===== config.mk =====
export PLATFORM = sky130hd
export DESIGN_NAME = adc_scan_frame_assembler_top
export DESIGN_NICKNAME = d
export VERILOG_FILES = /design/src/design/asfa_pkg.sv /design/src/design/adc_scan_frame_assembler_top.sv
export SDC_FILE = /design/constraint.sdc
export NUM_CORES = 1
export LEC_CHECK = 0
export CAP_MARGIN = 20
export CORE_ASPECT_RATIO = 1.4
export CORE_UTILIZATION = 30
export CTS_BUF_LIST = sky130_fd_sc_hd__clkbuf_4 sky130_fd_sc_hd__clkbuf_8
export CTS_CLUSTER_DIAMETER = 100
export DETAILED_ROUTE_END_ITERATION = 8
export DONT_BUFFER_PORTS = 1
export GPL_TIMING_DRIVEN = 0
export HOLD_SLACK_MARGIN = 0.06
export PLACE_DENSITY = 0.46
export RECOVER_POWER = 100
export SETUP_SLACK_MARGIN = 0.05
export SLEW_MARGIN = 25
export SYNTH_ARGS = -nofsm -noshare
export SYNTH_HDL_FRONTEND = slang
export SYNTH_SLANG_ARGS = --single-unit

===== constraint.sdc =====
create_clock -name clk_i -period 18.1 [get_ports clk_i]
set_clock_uncertainty 0.15 [all_clocks]
set_input_delay 3.62 -clock clk_i [delete_from_list [all_inputs] [get_ports clk_i]]
set_output_delay 3.62 -clock clk_i [all_outputs]
set_load 0.02 [all_outputs]

===== src/design/asfa_pkg.sv =====
// ----------------------------------------------------------------------------
// asfa_pkg: shared types and constants for the ADC scan frame assembler
// Sample and period formats, slot count, register indexes, result beat type.
// ----------------------------------------------------------------------------
`default_nettype none

package asfa_pkg;

  localparam int SampleBits     = 12;
  localparam int PeriodFracBits = 16;
  localparam int SlotCount      = 6;
  localparam int SlotIdxBits    = $clog2(SlotCount);
  localparam int ChanBits       = 4;
  localparam int StampBits      = 64;
  localparam int PeriodBits     = 40;
  localparam int CountBits      = 32;
  localparam int CfgIdxBits     = 4;
  localparam int CfgDataBits    = 64;

  localparam logic [SlotCount-1:0] FullMask = {SlotCount{1'b1}};

  localparam logic [CfgIdxBits-1:0] RegStartTime = CfgIdxBits'(6);
  localparam logic [CfgIdxBits-1:0] RegPeriod    = CfgIdxBits'(7);

  localparam logic [PeriodBits-1:0] PeriodReset = PeriodBits'(65536000);

  typedef logic [SampleBits-1:0] sample_t;

  typedef struct packed {
    logic                 frame_done;
    sample_t [SlotCount-1:0] samples;
    logic [StampBits-1:0] timestamp;
    logic [CountBits-1:0] invalid_cnt;
    logic [CountBits-1:0] incomplete_cnt;
    logic [CountBits-1:0] frame_cnt;
  } res_t;

endpackage

`default_nettype wire


===== src/design/adc_scan_frame_assembler_top.sv =====
// ----------------------------------------------------------------------------
// adc_scan_frame_assembler_top: three-phase V/I frame assembler
// Matches tagged conversions to six slots and emits stamped frames.
// ----------------------------------------------------------------------------
// Each accepted input beat gives one result beat, registered in the result
// register or the skid. Throughput: one input beat per cycle unless in_stall_o;
// slot match, mask update and stamp add are combinational up to that register.
// A two-entry output buffer (result register plus skid) keeps input open
// while one result is stalled. Reset clears mask, offset, counters and
// restores the slot map to 0..5 and a period of 1000 us.
`default_nettype none

module adc_scan_frame_assembler_top (
  input  wire logic                                clk_i,
  input  wire logic                                rst_ni,
  // configuration
  input  wire logic                                cfg_valid_i,
  output logic                                     cfg_ready_o,
  input  wire logic [asfa_pkg::CfgIdxBits-1:0]     cfg_index_i,
  input  wire logic [asfa_pkg::CfgDataBits-1:0]    cfg_data_i,
  // input beats
  input  wire logic                                in_valid_i,
  output logic                                     in_stall_o,
  input  wire logic                                sample_valid_i,
  input  wire logic                                adc_unit_i,
  input  wire logic [asfa_pkg::ChanBits-1:0]       channel_i,
  input  wire logic [asfa_pkg::SampleBits-1:0]     raw_sample_i,
  // result beats
  output logic                                     out_valid_o,
  input  wire logic                                out_stall_i,
  output logic                                     frame_done_o,
  output logic [asfa_pkg::SampleBits-1:0]          voltage_1_o,
  output logic [asfa_pkg::SampleBits-1:0]          current_1_o,
  output logic [asfa_pkg::SampleBits-1:0]          voltage_2_o,
  output logic [asfa_pkg::SampleBits-1:0]          current_2_o,
  output logic [asfa_pkg::SampleBits-1:0]          voltage_3_o,
  output logic [asfa_pkg::SampleBits-1:0]          current_3_o,
  output logic [asfa_pkg::StampBits-1:0]           frame_stamp_o,
  output logic [asfa_pkg::CountBits-1:0]           invalid_count_o,
  output logic [asfa_pkg::CountBits-1:0]           incomplete_count_o,
  output logic [asfa_pkg::CountBits-1:0]           frame_count_o
);

  localparam int SlotCount = asfa_pkg::SlotCount;

  // configuration registers
  logic [asfa_pkg::ChanBits-1:0]   slot_chan_q [SlotCount];
  logic [asfa_pkg::StampBits-1:0]  start_time_q;
  logic [asfa_pkg::PeriodBits-1:0] period_q;

  // assembly state
  logic [SlotCount-1:0]            mask_q, mask_d;
  asfa_pkg::sample_t               samples_q [SlotCount];
  logic [asfa_pkg::StampBits-1:0]  offset_q, offset_d;
  logic [asfa_pkg::CountBits-1:0]  invalid_cnt_q, invalid_cnt_d;
  logic [asfa_pkg::CountBits-1:0]  incomplete_cnt_q, incomplete_cnt_d;
  logic [asfa_pkg::CountBits-1:0]  frame_cnt_q, frame_cnt_d;

  // output buffer
  asfa_pkg::res_t out_q, skid_q, res_d;
  logic           out_valid_q, skid_valid_q;

  logic                             in_acc, out_take, cfg_acc;
  logic                             conv_ok, hit, full;
  logic [asfa_pkg::SlotIdxBits-1:0] hit_idx;
  logic [SlotCount-1:0]             hit_bit, mask_base;

  assign cfg_ready_o = 1'b1;
  assign cfg_acc     = cfg_valid_i && cfg_ready_o;
  assign in_stall_o  = skid_valid_q;
  assign in_acc      = in_valid_i && !in_stall_o;
  assign out_take    = out_valid_q && !out_stall_i;

  // lowest matching slot wins
  always_comb begin
    hit     = 1'b0;
    hit_idx = '0;
    for (int s = SlotCount - 1; s >= 0; s--) begin
      if (slot_chan_q[s] == channel_i) begin
        hit     = 1'b1;
        hit_idx = asfa_pkg::SlotIdxBits'(s);
      end
    end
  end

  assign conv_ok   = sample_valid_i && !adc_unit_i;
  assign hit_bit   = SlotCount'(1) << hit_idx;
  assign mask_base = ((mask_q & hit_bit) != '0) ? '0 : mask_q;
  assign full      = conv_ok && hit && ((mask_base | hit_bit) == asfa_pkg::FullMask);

  always_comb begin
    mask_d           = mask_q;
    offset_d         = offset_q;
    invalid_cnt_d    = invalid_cnt_q;
    incomplete_cnt_d = incomplete_cnt_q;
    frame_cnt_d      = frame_cnt_q;
    res_d            = '0;
    if (!conv_ok || !hit) begin
      invalid_cnt_d = invalid_cnt_q + 1'b1;
    end else begin
      if ((mask_q & hit_bit) != '0) begin
        incomplete_cnt_d = incomplete_cnt_q + 1'b1;
      end
      mask_d = mask_base | hit_bit;
      if (full) begin
        mask_d      = '0;
        offset_d    = offset_q + asfa_pkg::StampBits'(period_q);
        frame_cnt_d = frame_cnt_q + 1'b1;
        res_d.frame_done = 1'b1;
        for (int k = 0; k < SlotCount; k++) begin
          res_d.samples[k] = (hit_idx == asfa_pkg::SlotIdxBits'(k)) ? raw_sample_i
                                                                     : samples_q[k];
        end
        res_d.timestamp = start_time_q + asfa_pkg::StampBits'(
                          offset_q[asfa_pkg::StampBits-1:asfa_pkg::PeriodFracBits]);
      end
    end
    res_d.invalid_cnt    = invalid_cnt_d;
    res_d.incomplete_cnt = incomplete_cnt_d;
    res_d.frame_cnt      = frame_cnt_d;
  end

  always_ff @(posedge clk_i or negedge rst_ni) begin
    if (!rst_ni) begin
      for (int s = 0; s < SlotCount; s++) begin
        slot_chan_q[s] <= asfa_pkg::ChanBits'(s);
      end
      start_time_q <= '0;
      period_q     <= asfa_pkg::PeriodReset;
    end else if (cfg_acc) begin
      if (cfg_index_i < asfa_pkg::CfgIdxBits'(SlotCount)) begin
        slot_chan_q[cfg_index_i[asfa_pkg::SlotIdxBits-1:0]] <=
          cfg_data_i[asfa_pkg::ChanBits-1:0];
      end else if (cfg_index_i == asfa_pkg::RegStartTime) begin
        start_time_q <= cfg_data_i;
      end else if (cfg_index_i == asfa_pkg::RegPeriod) begin
        period_q <= cfg_data_i[asfa_pkg::PeriodBits-1:0];
      end
    end
  end

  always_ff @(posedge clk_i or negedge rst_ni) begin
    if (!rst_ni) begin
      mask_q           <= '0;
      offset_q         <= '0;
      invalid_cnt_q    <= '0;
      incomplete_cnt_q <= '0;
      frame_cnt_q      <= '0;
    end else if (in_acc) begin
      mask_q           <= mask_d;
      offset_q         <= offset_d;
      invalid_cnt_q    <= invalid_cnt_d;
      incomplete_cnt_q <= incomplete_cnt_d;
      frame_cnt_q      <= frame_cnt_d;
    end
  end

  always_ff @(posedge clk_i) begin
    if (in_acc && conv_ok && hit) begin
      samples_q[hit_idx] <= raw_sample_i;
    end
  end

  always_ff @(posedge clk_i or negedge rst_ni) begin
    if (!rst_ni) begin
      out_valid_q  <= 1'b0;
      skid_valid_q <= 1'b0;
    end else if (skid_valid_q) begin
      if (out_take) begin
        skid_valid_q <= 1'b0;
      end
    end else if (in_acc) begin
      if (out_valid_q && !out_take) begin
        skid_valid_q <= 1'b1;
      end
      out_valid_q <= 1'b1;
    end else if (out_take) begin
      out_valid_q <= 1'b0;
    end
  end

  always_ff @(posedge clk_i) begin
    if (skid_valid_q) begin
      if (out_take) begin
        out_q <= skid_q;
      end
    end else if (in_acc) begin
      if (out_valid_q && !out_take) begin
        skid_q <= res_d;
      end else begin
        out_q <= res_d;
      end
    end
  end

  assign out_valid_o        = out_valid_q;
  assign frame_done_o       = out_q.frame_done;
  assign voltage_1_o        = out_q.samples[0];
  assign current_1_o        = out_q.samples[1];
  assign voltage_2_o        = out_q.samples[2];
  assign current_2_o        = out_q.samples[3];
  assign voltage_3_o        = out_q.samples[4];
  assign current_3_o        = out_q.samples[5];
  assign frame_stamp_o      = out_q.timestamp;
  assign invalid_count_o    = out_q.invalid_cnt;
  assign incomplete_count_o = out_q.incomplete_cnt;
  assign frame_count_o      = out_q.frame_cnt;

  // mask never rests full: a completed scan clears it in the same beat
  a_mask_never_full: assert property (@(posedge clk_i) disable iff (!rst_ni)
    mask_q != asfa_pkg::FullMask)
    else $error("pending mask left full");

  // skid entry only holds a beat behind a stalled result
  a_skid_behind_out: assert property (@(posedge clk_i) disable iff (!rst_ni)
    skid_valid_q |-> out_valid_q)
    else $error("skid valid without result valid");

  // rejected conversion leaves the mask and frame counter alone
  a_reject_stable: assert property (@(posedge clk_i) disable iff (!rst_ni)
    (in_acc && !conv_ok) |=> ($stable(mask_q) && $stable(frame_cnt_q)))
    else $error("rejected conversion changed assembly state");

  // frame counter steps exactly on completed scans
  a_frame_step: assert property (@(posedge clk_i) disable iff (!rst_ni)
    in_acc |=> (frame_cnt_q == $past(frame_cnt_q) + asfa_pkg::CountBits'($past(full))))
    else $error("frame counter out of step");

  // the offset advances only with a completed frame
  a_offset_hold: assert property (@(posedge clk_i) disable iff (!rst_ni)
    !(in_acc && full) |=> $stable(offset_q))
    else $error("time offset moved without a frame");

endmodule

`default_nettype wire


# Word level (Yosys, flattened, before mapping)
# Memory sizes are Yosys's and may differ from the RTL's.
# Cells that the tools add are included.
[word_totals]
memories = 1
ram_bits = 72
ff_bits = 762
input_bits = 91
wordCells = 140
[op_classes]
bitwise_logic = 7
eq_ne = 16
order_cmp = 3
mux = 42
shifts = 1
reduce_logical = 28
addsub = 5
[mem_list]
columns = ["memory", "words", "width", "read_ports", "rd_clocked_by_memory_dff", "wr", "line", "text"]
rows = [
  ["samples_q", 6, 12, 6, 0, 1, "adc_scan_frame_assembler_top.sv:53", "asfa_pkg::sample_t samples_q [SlotCount];"],
]
[ops]
columns = ["op", "count"]
rows = [
  ["$mux W233", 4],
  ["$mux W137", 2],
  ["$mux W32", 5],
  ["$add A32 B1 Y32 const B", 3],
  ["$mux W12", 6],
  ["$add A64 B40 Y64", 1],
  ["$add A64 B48 Y64", 1],
  ["$bwmux W24", 1],
  ["$eq A4 B4 Y1", 6],
  ["$mux W3", 6],
  ["$mux W1", 14],
  ["$demux W4 S3", 1],
  ["$mux W6", 2],
  ["$reduce_and A3 Y1", 4],
  ["$logic_and A1 B1 Y1", 9],
  ["$eq A4 B3 Y1 const B", 2],
  ["$and A6 B6 Y6", 1],
  ["$eq A3 B2 Y1 const B", 2],
  ["$eq A3 B3 Y1 const B", 2],
  ["$eq A6 B6 Y1 const B", 1],
  ["$logic_not A1 Y1", 6],
  ["$or A6 B6 Y6", 1],
  ["$reduce_and A2 Y1", 3],
  ["$reduce_bool A6 Y1", 1],
  ["other kinds (14)", 18],
]

# Logic depth before layout (Yosys ltp)
[logic_depth]
ltp_word = 19
mapped_depth = 15

# Least setup slack after synthesis
# No wires, ideal clock.
[synth_path]
path_type = "input to register"
startpoint = "input in_valid_i"
endpoint = "register out_q (netlist bit current_1_o[0]), enable pin"
slack_ps = 1432
cell_stages = 5
arrival_time_ps = 15613
path_buffers = 2
cell_sequence = "nor2b_1 > clkbuf_1 > buf_1 > a21oi_1 > a21oi_1"
[synth_via]
elab_chain_len = 3
[synth_rtl]
columns = ["item", "line", "text"]
rows = [
  ["start, declared", "adc_scan_frame_assembler_top.sv:22", "input wire logic in_valid_i,"],
  ["$logic_and A1 B1 Y1", "adc_scan_frame_assembler_top.sv:71", "assign in_acc = in_valid_i && !in_stall_o;"],
  ["$reduce_bool A2 Y1 (no line)", "--", ""],
  ["$reduce_and A3 Y1 (no line)", "--", ""],
  ["end signal, assigned", "adc_scan_frame_assembler_top.sv:185", "out_q <= skid_q;"],
  ["end signal, assigned", "adc_scan_frame_assembler_top.sv:191", "out_q <= res_d;"],
  ["end, declared", "adc_scan_frame_assembler_top.sv:60", "asfa_pkg::res_t out_q, skid_q, res_d;"],
]
# No other way between the ends.
# A chain may end at the register's enable or synchronous reset.

# Final worst setup path
[layout_path]
startpoint = "input in_valid_i"
endpoint = "register skid_q[188] in the netlist's numbering, enable pin"
[layout_via]
elab_chain_len = 2
[layout_rtl]
columns = ["item", "line", "text"]
rows = [
  ["$logic_and A1 B1 Y1", "adc_scan_frame_assembler_top.sv:71", ""],
  ["$reduce_and A3 Y1 (no line)", "--", ""],
  ["end signal, assigned", "adc_scan_frame_assembler_top.sv:189", "skid_q <= res_d;"],
  ["end, declared", "adc_scan_frame_assembler_top.sv:60", ""],
]
# No other way between the ends.

==> results.yml <==
clock_network:
  cts.sinks: 834
  cts-root-buf: "clkbuf_8"
  post_cts_buffers: 0
  clk_pin_slew_ns: 0.05
  ctsResizeCount: 0
  htree_levels: 4
  ctsHoldBuffers: 0
  insertion_delay_ns: 0.88
  clock_path_buffers: 3
  cts_buffers: 144
  cts_tree: "built"
synthesis:
  synth.largest_area_cell: "edfxtp_1"
  async_reset_ff_share_pct: 35.5
  yosys_register_bits: 834
  synth.top_cell.area_share_pct: 40.3
  synth_edf_count: 538
  netlist_area_um2: 40100
  synth_area_leaders: "edfxtp_1, dfrtp_1, mux2_2, xnor2_1, nand2_1"
  synth_flop_cell: "edfxtp_1"
  seq_area_frac_synth_pct: 58.8
  syn-num-nets: 3489
  ys_warn_count: 0
  ys_types: 86
  synth.avg_cell_area_um2: 12.1
  synthCells: 3305
detailed_routing:
  routedWlPerCell_um: 22.7
  wl_um: 122000
  vias: 26600
  postRouteAntennaNets: 0
  drtPass1Iterations: 5
  avgViaCountPerCell: 4.97
  drcViolationCount: 0
  drt-initial-drc-count: 1533
global_route:
  grt_pass1_wl_um: 181000
  grt_usage_pct: 17.9
  antenna_found_initial: 5
  grt_max_degree: 297
  gr-total-overflow: 0
  grt_pass1_vias: 27100
run_status:
  status: "finished, violations left"
  violations: "capacitance limit, slew limit"
setup_path:
  cp-end-kind: "flip-flop"
  reg2reg_slack_ns: 9.11
  cp_max_fo: 41
  arrival_ns: 11.41
  worstSetupPathType: "input port to flip-flop"
  cp.required_ns: 18.36
  crit_path_start_kind: "input port"
final_layout:
  layout-drive-gt1-share_pct: 13.7
  final_cell_mix: "edfxtp_1, nand2_1, dfrtp_1, nor2_1, mux2_2"
  layout_commonest_cell: "edfxtp_1"
  area_delta_synth_final_pct: 12.9
  final_util_pct: 34.2
  final-seq-area_um2: 23600
  finalNetCount: 3656
  multi_input_area_um2: 15500
  fin_cells: 5350
  nFillCells: 13400
sta:
  tightest_slew_ns: 2.60
  final.setup.worst_slack_ns: 6.95
  post-route-period-util_pct: 61.6
  setup_viol: 0
  rsz0062_at_grt: "no"
  hold_violations: 0
  fmax_mhz: 89.7
  slew_viol_final: 251
  maxSlewHeadroom_pct: -73.7
  layout_min_cycle_time_ns: 11.15
die:
  die_h_um: 435
  start_util_pct: 30.3
  design.core.area_um2: 133000
  dieArea_um2: 135000
  rows: 158
  die_x_um: 311
  io-pin-count: 327
place:
  dp_slack_ns: 9.79
  finalWeightedCongestion: 0.879
  placed_cells: 5086
  numPortBuffers: 0
  dp_hpwl_um: 88100
power:
  peakVddDrop_uv: 65.9
  total_power_mw: 5.98
  power_density_nw_per_um2: 132
  leakagePower_nw: 17.6
min_path:
  hold_class: "flip-flop to flip-flop"
run:
  max_cap_viol_count: 8
[cells in the mapped netlist, types with 91 or more instances]
library cell / instances
edfxtp_1: 538
dfrtp_1: 283
xor2_1: 145
o21ai_0: 101
clkbuf_1: 130
xnor2_1: 172
a21oi_1: 114
ha_1: 91
nand3_1: 99
mux2_2: 231
nor2_1: 237
o31ai_1: 128
nand2_1: 355
[per-layer routing]
metal	vias up	track usage, %	part of all wire [%]
li1	12500	-	-
met1	13200	21.0	41
met2	628	31.3	51
met3	208	4.24	5.2
met4	4	7.33	3.4
met5	-	0	0.024
[path summary, 6_finish.rpt]
check                      cells past startpoint   startpoint                end
setup / recovery                               7   in_valid_i        skid_q[188]
hold / removal                                 2  offset_q[9]        offset_q[9]
setup reg to reg                               7   in_stall_o        skid_q[188]
hold reg to reg                                2  offset_q[9]        offset_q[9]
max in group asynchronous                      0       rst_ni        offset_q[9]
min in group asynchronous                      0       rst_ni  invalid_cnt_q[24]
[cells by family after synthesis]
group	Yosys count	synth area share [%]
AO/OA/AOI/OAI	528	8.80
AND/OR/NAND/NOR	1001	11.8
flip-flops	834	58.8
XOR/XNOR	321	7.08
multiplexers	303	8.28
adder cells (fa/ha/maj)	93	2.94
other	1	0.00934
buffers and inverters	224	2.30
[cell type report]
type	count	share of cell area, %
Sequential cell	834	52.0
Clock inverter	55	1.09
Multi-Input combinational cell	2247	34.2
Timing Repair Buffer	21	0.188
Tap cell	1760	4.86
Clock buffer	207	5.62
Antenna cell	2	0.0110
Inverter	53	0.439
Buffer	171	1.52
[metrics by stage]
stage                     cell area (µm²)  TNS (ns)  hold slack, ns
after global placement              42300  -1448.71           0.317
final                               45300         0           0.334
after detailed placement            42900         0           0.331
after floorplan                     40100         0           0.296
after CTS                           45900         0           0.343
after global routing                45300         0           0.359
[flip-flops by register name (all words and copies together), names as in the netlist, 24 cells and up]
name                cells
invalid_count_o        32
incomplete_cnt_q       32
invalid_cnt_q          32
skid_q                233
frame_stamp_o          64
period_q               40
frame_count_o          32
slot_chan_q            24
offset_q               64
samples_q              72
start_time_q           64
incomplete_count_o     32
frame_cnt_q            32
[worst max-delay path, cell delays in order]
cell,delay (ns)
nor2b_1,0.35
clkbuf_1,0.64
clkbuf_1,0.72
and3_1,0.71
clkbuf_1,1.44
clkbuf_1,1.93
clkbuf_1,1.88
[power by group]
group / internal, mW / leakage [nW] / switching [mW] / total, mW
clock network: 1.02 / 1.61 / 0.820 / 1.84
logic: 0.342 / 7.09 / 0.771 / 1.11
registers: 2.53 / 8.94 / 0.489 / 3.02
total: 3.90 / 17.6 / 2.08 / 5.98
Power figures use the tool's default switching activity.
